$ cat config.mk
export PLATFORM = sky130hd
export DESIGN_NAME = sha256_message_digest
export DESIGN_NICKNAME = d
export VERILOG_FILES = /design/src/hw/rtl/smd_pkg.sv /design/src/hw/rtl/smd_block_buffer.sv /design/src/hw/rtl/smd_compress.sv /design/src/hw/rtl/sha256_message_digest.sv
export VERILOG_INCLUDE_DIRS = /design/src /design/src/hw/rtl
export SDC_FILE = /design/constraint.sdc
export NUM_CORES = 2
export LEC_CHECK = 0
export BUFFER_PORTS_ARGS = -buffer_cell sky130_fd_sc_hd__buf_2
export CORE_UTILIZATION = 40
export CTS_CLUSTER_SIZE = 16
export DETAILED_ROUTE_END_ITERATION = 10
export PLACE_DENSITY_LB_ADDON = 0.12
export SYNTH_ARGS = -nofsm -noshare
export SYNTH_HDL_FRONTEND = slang
export SYNTH_SLANG_ARGS = --single-unit
$ cat constraint.sdc
create_clock -name clock -period 45.5 [get_ports clock]
set_input_delay 9.1 -clock clock [delete_from_list [all_inputs] [get_ports clock]]
set_output_delay 9.1 -clock clock [all_outputs]
set_load 0.05 [all_outputs]
$ cat src/hw/rtl/sha256_message_digest_defines.svh
// Assertion macros shared by the digest block's RTL files.
`ifndef SHA256_MESSAGE_DIGEST_DEFINES_SVH
`define SHA256_MESSAGE_DIGEST_DEFINES_SVH

// Check that post holds in the same cycle as pre.
`define SMD_ASSERT_SAME(label, clk, rst, pre, post) \
   label: assert property (@(posedge clk) disable iff (rst) (pre) |-> (post)) \
      else $error("%m: assertion failed");

// Check that post holds in the cycle after pre.
`define SMD_ASSERT_NEXT(label, clk, rst, pre, post) \
   label: assert property (@(posedge clk) disable iff (rst) (pre) |=> (post)) \
      else $error("%m: assertion failed");

`endif

$ cat src/hw/rtl/smd_pkg.sv
// Types, constants and helper functions of the SHA-256 digest block.
package smd_pkg;

   localparam int BLOCK_BYTES = 64;
   localparam int LEN_POS     = 56;
   localparam int LOAD_LAST   = 16;
   localparam int ROUND_LAST  = 63;
   localparam int WORD_LAST   = 7;
   localparam logic [7:0] PAD_MARK = 8'h80;

   typedef logic [31:0] chain_type [8];

   localparam chain_type INIT_HASH = '{
      32'h6a09e667, 32'hbb67ae85, 32'h3c6ef372, 32'ha54ff53a,
      32'h510e527f, 32'h9b05688c, 32'h1f83d9ab, 32'h5be0cd19
   };

   localparam logic [31:0] ROUND_K [64] = '{
      32'h428a2f98, 32'h71374491, 32'hb5c0fbcf, 32'he9b5dba5,
      32'h3956c25b, 32'h59f111f1, 32'h923f82a4, 32'hab1c5ed5,
      32'hd807aa98, 32'h12835b01, 32'h243185be, 32'h550c7dc3,
      32'h72be5d74, 32'h80deb1fe, 32'h9bdc06a7, 32'hc19bf174,
      32'he49b69c1, 32'hefbe4786, 32'h0fc19dc6, 32'h240ca1cc,
      32'h2de92c6f, 32'h4a7484aa, 32'h5cb0a9dc, 32'h76f988da,
      32'h983e5152, 32'ha831c66d, 32'hb00327c8, 32'hbf597fc7,
      32'hc6e00bf3, 32'hd5a79147, 32'h06ca6351, 32'h14292967,
      32'h27b70a85, 32'h2e1b2138, 32'h4d2c6dfc, 32'h53380d13,
      32'h650a7354, 32'h766a0abb, 32'h81c2c92e, 32'h92722c85,
      32'ha2bfe8a1, 32'ha81a664b, 32'hc24b8b70, 32'hc76c51a3,
      32'hd192e819, 32'hd6990624, 32'hf40e3585, 32'h106aa070,
      32'h19a4c116, 32'h1e376c08, 32'h2748774c, 32'h34b0bcb5,
      32'h391c0cb3, 32'h4ed8aa4a, 32'h5b9cca4f, 32'h682e6ff3,
      32'h748f82ee, 32'h78a5636f, 32'h84c87814, 32'h8cc70208,
      32'h90befffa, 32'ha4506ceb, 32'hbef9a3f7, 32'hc67178f2
   };

   typedef enum logic [2:0] {
      ST_IDLE,
      ST_LOAD,
      ST_ROUND,
      ST_FOLD,
      ST_OUT
   } state_type;

   typedef enum logic [1:0] {
      KIND_DATA,
      KIND_PAD_ONE,
      KIND_PAD_FIRST,
      KIND_PAD_SECOND
   } kind_type;

   typedef struct packed {
      logic start;
      logic load;
      logic round;
      logic fold;
      logic restart;
   } ctrl_type;

   function automatic logic [31:0] rotr(input logic [31:0] x, input logic [4:0] n);
      return (x >> n) | (x << (6'd32 - {1'b0, n}));
   endfunction

endpackage

$ cat src/hw/rtl/smd_block_buffer.sv
// Block buffer memory: sixteen 32-bit words, byte writes, registered word reads.
`include "sha256_message_digest_defines.svh"

module smd_block_buffer (
   input  logic        clock,
   input  logic        reset,
   input  logic        wr_en,
   input  logic [3:0]  wr_addr,
   input  logic [1:0]  wr_lane,
   input  logic [7:0]  wr_byte,
   input  logic        rd_en,
   input  logic [3:0]  rd_addr,
   output logic [31:0] rd_data
);
   import smd_pkg::*;

   logic [3:0][7:0] mem [16];
   logic [31:0]     rd_data_ff;

   always_ff @(posedge clock) begin
      if (wr_en) begin
         mem[wr_addr][wr_lane] <= wr_byte;
      end
   end

   always_ff @(posedge clock) begin
      if (rd_en) begin
         rd_data_ff <= mem[rd_addr];
      end
   end

   assign rd_data = rd_data_ff;

   `SMD_ASSERT_SAME(a_no_rw_clash, clock, reset, wr_en, !rd_en)

endmodule

$ cat src/hw/rtl/smd_compress.sv
// Compression datapath: chaining words, working variables and schedule window.
module smd_compress (
   input  logic              clock,
   input  logic              reset,
   input  smd_pkg::ctrl_type ctrl,
   input  logic [31:0]       load_word,
   input  logic [5:0]        round_idx,
   output smd_pkg::chain_type chain
);
   import smd_pkg::*;

   chain_type   chain_ff;
   chain_type   work_ff;
   chain_type   work_in;
   logic [31:0] w_ff [16];
   logic [31:0] w_next;
   logic [31:0] ep0, ep1, ch, maj, t1, t2, s0, s1;

   always_comb begin
      ep1 = rotr(work_ff[4], 5'd6) ^ rotr(work_ff[4], 5'd11) ^ rotr(work_ff[4], 5'd25);
      ch  = (work_ff[4] & work_ff[5]) ^ (~work_ff[4] & work_ff[6]);
      ep0 = rotr(work_ff[0], 5'd2) ^ rotr(work_ff[0], 5'd13) ^ rotr(work_ff[0], 5'd22);
      maj = (work_ff[0] & work_ff[1]) ^ (work_ff[0] & work_ff[2])
          ^ (work_ff[1] & work_ff[2]);
      t1  = work_ff[7] + ep1 + ch + ROUND_K[round_idx] + w_ff[0];
      t2  = ep0 + maj;
      work_in[7] = work_ff[6];
      work_in[6] = work_ff[5];
      work_in[5] = work_ff[4];
      work_in[4] = work_ff[3] + t1;
      work_in[3] = work_ff[2];
      work_in[2] = work_ff[1];
      work_in[1] = work_ff[0];
      work_in[0] = t1 + t2;
   end

   always_comb begin
      s0 = rotr(w_ff[1], 5'd7) ^ rotr(w_ff[1], 5'd18) ^ (w_ff[1] >> 3);
      s1 = rotr(w_ff[14], 5'd17) ^ rotr(w_ff[14], 5'd19) ^ (w_ff[14] >> 10);
      w_next = s1 + w_ff[9] + s0 + w_ff[0];
   end

   always_ff @(posedge clock) begin
      if (reset) begin
         chain_ff <= INIT_HASH;
      end else if (ctrl.restart) begin
         chain_ff <= INIT_HASH;
      end else if (ctrl.fold) begin
         for (int i = 0; i < 8; i++) begin
            chain_ff[i] <= chain_ff[i] + work_ff[i];
         end
      end
   end

   always_ff @(posedge clock) begin
      if (ctrl.start) begin
         work_ff <= chain_ff;
      end else if (ctrl.round) begin
         work_ff <= work_in;
      end
   end

   // advance the schedule window by one word
   always_ff @(posedge clock) begin
      if (ctrl.load || ctrl.round) begin
         for (int i = 0; i < 15; i++) begin
            w_ff[i] <= w_ff[i + 1];
         end
         w_ff[15] <= ctrl.load ? load_word : w_next;
      end
   end

   assign chain = chain_ff;

endmodule

$ cat src/hw/rtl/sha256_message_digest.sv
// SHA-256 digest of a byte stream: top level with sequencer and padding.
//
// Requests enter on req_ (valid/stall): one optional message byte and an
// end-of-message flag. A request with a byte that does not complete a
// 64-byte block or end the message leaves the block idle, so bytes
// stream at one per cycle while req_stall is low. A completed block is
// compressed by 16 registered word reads from the block buffer, 64
// rounds of the shared round unit and a fold step, with req_stall high.
// An end request pads in one or two further blocks (two when 56 or more
// bytes of the last block are filled), then drives the eight digest
// words on rsp_, word 0 first, one per cycle while rsp_stall is low.
// A stalled digest word is held; no request is taken until word 7 has
// gone, after which the chaining words and bit count return to their
// initial values. Reset is synchronous and leaves the block idle with
// the initial hash values; the block buffer needs no clearing.
`include "sha256_message_digest_defines.svh"

module sha256_message_digest (
   input  logic        clock,
   input  logic        reset,
   input  logic        req_valid,
   output logic        req_stall,
   input  logic [7:0]  req_data_byte,
   input  logic        req_has_byte,
   input  logic        req_end_of_message,
   output logic        rsp_valid,
   input  logic        rsp_stall,
   output logic [31:0] rsp_digest_word,
   output logic [2:0]  rsp_word_index,
   output logic        rsp_last_word
);
   import smd_pkg::*;

   state_type   state_ff, state_in;
   kind_type    kind_ff, kind_in;
   logic [6:0]  cnt_ff, cnt_in;
   logic [6:0]  fill_ff, fill_in;
   logic [63:0] bits_ff, bits_in;
   logic        end_ff, end_in;

   logic        req_acc, rsp_acc;
   logic [5:0]  pos;
   logic [5:0]  pad_pos;
   logic        byte_done;
   logic        word_last;
   logic [3:0]  ld_idx;
   logic        mark, with_len;

   logic        wr_en, rd_en;
   logic [31:0] rd_data;
   logic [31:0] load_word;
   ctrl_type    ctrl;
   chain_type   chain;

   assign req_acc   = req_valid && !req_stall;
   assign rsp_acc   = rsp_valid && !rsp_stall;
   assign pos       = bits_ff[8:3];
   assign pad_pos   = req_has_byte ? pos + 6'd1 : pos;
   assign byte_done = req_acc && req_has_byte && pos == 6'(BLOCK_BYTES - 1);
   assign word_last = cnt_ff[2:0] == 3'(WORD_LAST);

   always_comb begin
      state_in = state_ff;
      unique case (state_ff)
         ST_IDLE: begin
            if (req_acc && (byte_done || req_end_of_message)) begin
               state_in = ST_LOAD;
            end
         end
         ST_LOAD: begin
            if (cnt_ff == 7'(LOAD_LAST)) begin
               state_in = ST_ROUND;
            end
         end
         ST_ROUND: begin
            if (cnt_ff == 7'(ROUND_LAST)) begin
               state_in = ST_FOLD;
            end
         end
         ST_FOLD: begin
            priority if (kind_ff == KIND_DATA && !end_ff) begin
               state_in = ST_IDLE;
            end else if (kind_ff == KIND_DATA || kind_ff == KIND_PAD_FIRST) begin
               state_in = ST_LOAD;
            end else begin
               state_in = ST_OUT;
            end
         end
         ST_OUT: begin
            if (rsp_acc && word_last) begin
               state_in = ST_IDLE;
            end
         end
         default: state_in = ST_IDLE;
      endcase
   end

   always_comb begin
      req_stall    = state_ff != ST_IDLE;
      rsp_valid    = state_ff == ST_OUT;
      wr_en        = req_acc && req_has_byte;
      rd_en        = state_ff == ST_LOAD && cnt_ff < 7'(LOAD_LAST);
      ctrl.start   = state_ff == ST_LOAD && cnt_ff == 7'd0;
      ctrl.load    = state_ff == ST_LOAD && cnt_ff != 7'd0;
      ctrl.round   = state_ff == ST_ROUND;
      ctrl.fold    = state_ff == ST_FOLD;
      ctrl.restart = rsp_acc && word_last;
   end

   always_comb begin
      cnt_in  = cnt_ff;
      bits_in = bits_ff;
      end_in  = end_ff;
      kind_in = kind_ff;
      fill_in = fill_ff;
      unique case (state_ff)
         ST_IDLE: begin
            cnt_in = '0;
            if (req_acc) begin
               if (req_has_byte) begin
                  bits_in = bits_ff + 64'd8;
               end
               priority if (byte_done) begin
                  kind_in = KIND_DATA;
                  fill_in = 7'(BLOCK_BYTES);
                  end_in  = req_end_of_message;
               end else if (req_end_of_message) begin
                  kind_in = (pad_pos < 6'(LEN_POS)) ? KIND_PAD_ONE : KIND_PAD_FIRST;
                  fill_in = {1'b0, pad_pos};
               end else begin
                  end_in = 1'b0;
               end
            end
         end
         ST_LOAD: begin
            cnt_in = (cnt_ff == 7'(LOAD_LAST)) ? '0 : cnt_ff + 7'd1;
         end
         ST_ROUND: begin
            cnt_in = (cnt_ff == 7'(ROUND_LAST)) ? '0 : cnt_ff + 7'd1;
         end
         ST_FOLD: begin
            cnt_in = '0;
            priority if (kind_ff == KIND_DATA) begin
               kind_in = (pos < 6'(LEN_POS)) ? KIND_PAD_ONE : KIND_PAD_FIRST;
               fill_in = {1'b0, pos};
            end else if (kind_ff == KIND_PAD_FIRST) begin
               kind_in = KIND_PAD_SECOND;
               fill_in = '0;
            end else begin
               fill_in = fill_ff;
            end
         end
         ST_OUT: begin
            if (rsp_acc) begin
               cnt_in = cnt_ff + 7'd1;
               if (word_last) begin
                  bits_in = '0;
                  end_in  = 1'b0;
               end
            end
         end
         default: cnt_in = '0;
      endcase
   end

   always_ff @(posedge clock) begin
      if (reset) begin
         state_ff <= ST_IDLE;
         cnt_ff   <= '0;
         bits_ff  <= '0;
         end_ff   <= 1'b0;
         kind_ff  <= KIND_DATA;
         fill_ff  <= '0;
      end else begin
         state_ff <= state_in;
         cnt_ff   <= cnt_in;
         bits_ff  <= bits_in;
         end_ff   <= end_in;
         kind_ff  <= kind_in;
         fill_ff  <= fill_in;
      end
   end

   // form the block word: stored bytes, pad mark, zeros, bit length
   assign ld_idx   = 4'(cnt_ff - 7'd1);
   assign mark     = kind_ff == KIND_PAD_ONE || kind_ff == KIND_PAD_FIRST;
   assign with_len = kind_ff == KIND_PAD_ONE || kind_ff == KIND_PAD_SECOND;

   always_comb begin
      logic [6:0] idx;
      load_word = '0;
      for (int b = 0; b < 4; b++) begin
         idx = {1'b0, ld_idx, 2'(b)};
         if (idx < fill_ff) begin
            load_word[8 * (3 - b) +: 8] = rd_data[8 * (3 - b) +: 8];
         end else if (mark && idx == fill_ff) begin
            load_word[8 * (3 - b) +: 8] = PAD_MARK;
         end
      end
      if (with_len && ld_idx == 4'd14) begin
         load_word = bits_ff[63:32];
      end else if (with_len && ld_idx == 4'd15) begin
         load_word = bits_ff[31:0];
      end
   end

   smd_block_buffer u_buffer (
      .clock   (clock),
      .reset   (reset),
      .wr_en   (wr_en),
      .wr_addr (pos[5:2]),
      .wr_lane (~pos[1:0]),
      .wr_byte (req_data_byte),
      .rd_en   (rd_en),
      .rd_addr (cnt_ff[3:0]),
      .rd_data (rd_data)
   );

   smd_compress u_compress (
      .clock     (clock),
      .reset     (reset),
      .ctrl      (ctrl),
      .load_word (load_word),
      .round_idx (cnt_ff[5:0]),
      .chain     (chain)
   );

   assign rsp_digest_word = chain[cnt_ff[2:0]];
   assign rsp_word_index  = cnt_ff[2:0];
   assign rsp_last_word   = word_last;

   `SMD_ASSERT_SAME(a_rsp_blocks_req, clock, reset, rsp_valid, req_stall)
   `SMD_ASSERT_NEXT(a_digest_clears_count, clock, reset, rsp_acc && rsp_last_word, bits_ff == '0 && state_ff == ST_IDLE)
   `SMD_ASSERT_NEXT(a_rounds_then_fold, clock, reset, state_ff == ST_ROUND && cnt_ff == 7'(ROUND_LAST), state_ff == ST_FOLD)

endmodule

# Word-level counts from Yosys, hierarchy flattened
# Memory sizes are Yosys's and may differ from the RTL's. A register that Yosys moved wholly into a read port is not among the register bits.
# Index checks and enable logic that the tools add are counted.
# totals
regBits,596
ramBits,1024
mem_bits_ro,2048
input_bits,14
output_inout_bits,38
word_cells,215
memories,3
# classes
addsub,22
n_lt_le_gt_ge,11
eq_ne,28
muxes,61
n_bitwise,30
n_reduce_logical,38
# mem_list
name,words,width,read_ports,rd_clocked_by_memory_dff,write_ports,line_no,rtl
(name not given),64,32,1,0,0,smd_compress.sv:25,t1 = work_ff[7] + ep1 + ch + ROUND_K[round_idx] + w_ff[0];
u_buffer.mem,16,32,1,1,1,smd_block_buffer.sv:17,logic [3:0][7:0] mem [16];
u_compress.w_ff,16,32,16,0,16,smd_compress.sv:15,logic [31:0] w_ff [16];
# op_table
cell,n
32-bit adder,18
256-bit 2-to-1 mux,2
32-bit bitwise XOR,9
32-bit 2-to-1 mux,8
64-bit 2-to-1 mux,4
32-bit AND,5
64-bit case mux with 2 select lines,1
32-bit binary-select mux with 3-bit select,1
8-bit 2-to-1 mux,9
64-bit by 4-bit adder with 64-bit output (second input constant),1
7-bit 2-to-1 mux,8
32-bit inverter,1
10-bit by 32-bit bitwise OR with 32-bit output,1
13-bit by 32-bit bitwise OR with 32-bit output,1
14-bit by 32-bit bitwise OR with 32-bit output,1
15-bit by 32-bit bitwise OR with 32-bit output,1
19-bit by 32-bit bitwise OR with 32-bit output,1
21-bit by 32-bit bitwise OR with 32-bit output,1
25-bit by 32-bit bitwise OR with 32-bit output,1
26-bit by 32-bit bitwise OR with 32-bit output,1
30-bit by 32-bit bitwise OR with 32-bit output,1
7-bit by 32-bit bitwise OR with 32-bit output,1
32-bit by 22-bit bitwise XOR with 32-bit output,1
32-bit by 29-bit bitwise XOR with 32-bit output,1
other kinds (49),111

# Depth between registers and ports, before layout
# depth
ltp_word,10
depth_mapped,46
depth_no_buf,43

# Cells and area by module
# A second synthesis with hierarchy kept.
# hier_totals
hier_cells,7450
area_unflattened_um2,89654.7
# by_module_without_submodules
mod,instances,cells_each,area_per_inst_um2,seq_area_each_um2
smd_compress,1,5722,62199.7,28187.0
smd_block_buffer,1,910,20437.1,16335.7
sha256_message_digest,1,818,7018.0,1621.6

# Worst setup path before layout
# OpenSTA, ideal clock, no wires.
# synth_path
kind,reg-to-reg
from,register state_ff[0]
to,memory u_compress.w_ff[0][0] (enable)
setup_ps,2097
arrival_time_ps,36180
t_required_ps,43403
path_slack_ps,7223
path_stages_with_launch,5
path_buffers,1
period_less_slack_ps,38277
cell_sequence,dfxtp_1 > buf_2 > inv_1 > nand2_1 > o21ai_0
# synth_lines
item,line_no,rtl
from (decl),sha256_message_digest.sv:34,"state_type state_ff, state_in;"
from (signal assigned),sha256_message_digest.sv:175,state_ff <= state_in;
to (decl),smd_compress.sv:15,

# Final worst setup path
# layout_path
from,register cnt_ff[0]
to,output rsp_digest_word[1]
# layout_between
elab_chain_len,4
# layout_lines
item,line_no,rtl
from (decl),sha256_message_digest.sv:36,"logic [6:0] cnt_ff, cnt_in;"
from (signal assigned),sha256_message_digest.sv:176,cnt_ff <= cnt_in;
3-bit inverter with 4-bit output (implied by the code),sha256_message_digest.sv:228,assign rsp_digest_word = chain[cnt_ff[2:0]];
32-bit binary-select mux with 3-bit select,sha256_message_digest.sv:228,
32-bit 2-to-1 mux (implied by the code) (2 in a row),sha256_message_digest.sv:228,
to (decl),sha256_message_digest.sv:28,"output logic [31:0] rsp_digest_word,"
# No other way between the ends. The select of a mux whose other input is x is not followed.

==> flow_metrics.py <==
metrics = {
    "clocking": {
        "postCtsSetupBuffers": 0,
        "clockRootBuffer": "clkbuf_16",
        "cts_hold_buf": 0,
        "cts_resized": 0,
        "worst_skew_pair.late_latency_ps": 860,
        "cts_tree": "yes",
        "cts.clk_slew.worst_paths_ps": 60,
        "htreeDepth": 4,
        "clkSinkCount": 1649,
        "clockBufferDepth": 3,
        "cts_buffers": 182,
    },
    "finish": {
        "fin_cells": 10930,
        "synthToLayoutAreaGrowth_pct": 10.65,
        "design_area_um2": 98990,
        "final_cell_mix": "edfxtp_1, nand2_1, a21oi_1",
        "final_common_cell": "edfxtp_1",
        "final_nets": 8413,
        "fillers": 20720,
        "drive_gt1_share_pct": 8.929,
    },
    "synthesis": {
        "syn-cell-area_um2": 89470,
        "ys_warn_count": 0,
        "synth-compound-area-share_pct": 11.90,
        "synth_adder_area_share_pct": 10.09,
        "syn_inst": 7842,
        "synthXorXnorAreaFrac_pct": 6.109,
        "synthDistinctLibCells": 92,
        "synth_seq_cells": 1649,
        "postSynthAreaPerCell_um2": 11.41,
        "synth-edff-count": 1312,
        "synth-async-reset-ratio_pct": 0,
        "synth_top_family_by_area": "compound AO/OA/AOI/OAI gates",
        "synth_ff_type": "edfxtp_1",
        "synth_mux_area_share_pct": 6.407,
        "synthesis.nets": 8458,
        "seq_area_frac_synth_pct": 51.58,
        "synthSimpleGateAreaFrac_pct": 10.70,
    },
    "route": {
        "ant_nets": 0,
        "drtIter0Drc": 6449,
        "vias_per_cell": 5.618,
        "via_count": 61400,
        "firstDrtPassIters": 6,
        "wl_um": 280000,
        "detail_route.wl_per_cell_um": 25.62,
        "drcViolationCount": 0,
    },
    "setup_path": {
        "cp-start-kind": "flop",
        "crit_slowest_cell": "buf_4",
        "rr_worst_depth": 37,
        "crit_start": "cnt_ff[0]",
        "critPathKind": "reg2out",
        "r2r-end": "u_compress.work_ff[255]",
        "critPathMaxFanout": 46,
        "path_buf_inv": 3,
        "worstPathRequired_ps": 36400,
        "reg2reg_from": "cnt_ff[0]",
        "cp_common_cell": "buf_4",
        "critPathTopFamily": "buffers and inverters",
        "cp.arrival_ps": 4330,
        "crit_path_cell_trace": "buf_4 -> buf_4 -> mux4_2 -> nand2_1 -> o21ai_0 -> buf_2",
        "ff2ff_setup_slack_ps": 33410,
        "end_kind": "output port",
        "slowest_delay_ps": 740,
    },
    "hold_path": {
        "whs_endpoint": "u_compress.w_ff[6][26]",
        "hp-start": "u_compress.w_ff[7][26]",
        "min-delay-path-class": "reg2reg",
        "holdPathStages": 0,
    },
    "sta": {
        "setup-tns-final_ps": 0,
        "tightest_slew_ps": 1272,
        "post-route-period-util_pct": 29.52,
        "min_period_ps": 13430,
        "drv_slew": 0,
        "skew_ps": 80.69,
        "hold_viol": 0,
        "maxSlewHeadroom_pct": 15.23,
        "setup_viol": 0,
        "fmax_mhz": 74.44,
        "rsz0062_at_grt": "false",
        "hold_slack_ps": 375.8,
    },
    "place": {
        "port_buffers": 51,
        "dpl.hpwl_um": 200500,
        "dp.cells": 10590,
        "gp_routability_congestion": 0.9199,
        "placed_area_um2": 92890,
    },
    "global_routing": {
        "met3_usage_pct": 3.888,
        "grt-ovfl-total": 0,
        "grt.busiest_layer": "met1",
        "gr-usage-all-layers_pct": 24.60,
        "use_met2_pct": 35.85,
        "grt_pass1_vias": 58020,
        "grt_max_degree": 154,
        "antenna_found_initial": 10,
        "grt_use_met1_pct": 38.13,
        "grt_pass1_wl_um": 407200,
    },
    "die": {
        "core_area_um2": 222300,
        "rows": 173,
        "die-area_um2": 225600,
        "die_h_um": 474.9,
        "die_w_um": 474.9,
        "io_pins": 52,
        "start_util_pct": 40.25,
    },
    "run_status": {
        "status": "complete, no violations",
    },
    "flow_run": {
        "maxCapViolCount": 0,
    },
}
state kept, by name (all words and copies together) (netlist names), 7 cells and up:
signal / flops
u_compress.work_ff: 256
u_compress.chain: 256
u_buffer.rd_data: 32
bits_ff: 61
u_buffer.mem: 512
cnt_ff: 7
fill_ff: 7
u_compress.w_ff: 512
Yosys cell counts, types with 38 or more instances:
library cell	n	area, um^2
edfxtp_1	1312	39400
nand2_1	1267	4756
a21oi_1	516	2582
nor2_1	428	1607
ha_1	407	5092
inv_1	383	1438
xnor2_1	381	3337
o21ai_0	379	1897
dfxtp_1	337	6746
clkbuf_1	305	1145
xor2_1	243	2128
mux4_2	231	5202
a21o_1	213	1599
fa_1	195	3904
o211ai_1	129	968.4
nand3_1	121	605.6
nand2b_1	76	475.5
nor3_1	73	365.4
a211oi_1	67	503.0
buf_1	63	236.5
a31oi_1	57	356.6
nor2b_1	52	325.3
o21a_1	51	382.9
mux2i_1	45	450.4
o21bai_1	45	337.8
and3_1	44	275.3
or3_1	38	237.7
kinds of logic (layout without fill, tap and decap cells):
kind of cell / count (synthesis) / after routing
xor+xnor: 624 / 624
compound gates: 1693 / 1693
mux: 283 / 283
flops: 1649 / 1649
simple gates: 2228 / 2228
fa+ha+maj: 605 / 605
buf+inv: 760 / 870
other cells: 0 / 3
metrics by stage:
| step | utilization, % | setup slack [ps] |
|---|---|---|
| final | 44.53 | 32070 |
| after global routing | 44.53 | 31810 |
| after CTS | 44.52 | 31900 |
| after detailed placement | 41.79 | 32810 |
| after global placement | 41.79 | 32880 |
| after floorplan | - | 7223 |
layer usage:
metal  wire (um)  part of all wire, %  up-vias
li1            -                    -    28270
met1      137600                   49    30950
met2      119800                   43     1877
met3       16960                  6.1      304
met4        5342                  1.9       10
met5         267                0.095        -
cell type report:
type                    instances  area, um^2  share of cell area [%]
well taps                    2975        3722                   3.760
repair buffers                147        1051                   1.062
clock inverters               103        1166                   1.178
inverters                     384        1441                   1.456
clock buffers                 236        4918                   4.969
multi-input cells            5433       40520                   40.94
flip-flops and latches       1649       46160                   46.63
diodes                          3       7.507                0.007584
worst max path at each step:
stage	end	slack (ps)	cells after the start
2_1_floorplan	u_compress.w_ff[0][0]	7220	4
3_3_place_gp	rsp_digest_word[1]	32880	6
3_5_place_dp	rsp_digest_word[1]	32810	6
4_1_cts	rsp_digest_word[1]	31900	6
5_1_grt	rsp_digest_word[1]	31810	6
6_report	rsp_digest_word[1]	32070	6
Power is left out: the tool's default activity adds up to more than one toggle a clock period on the data nets, which glitch-free logic cannot reach.
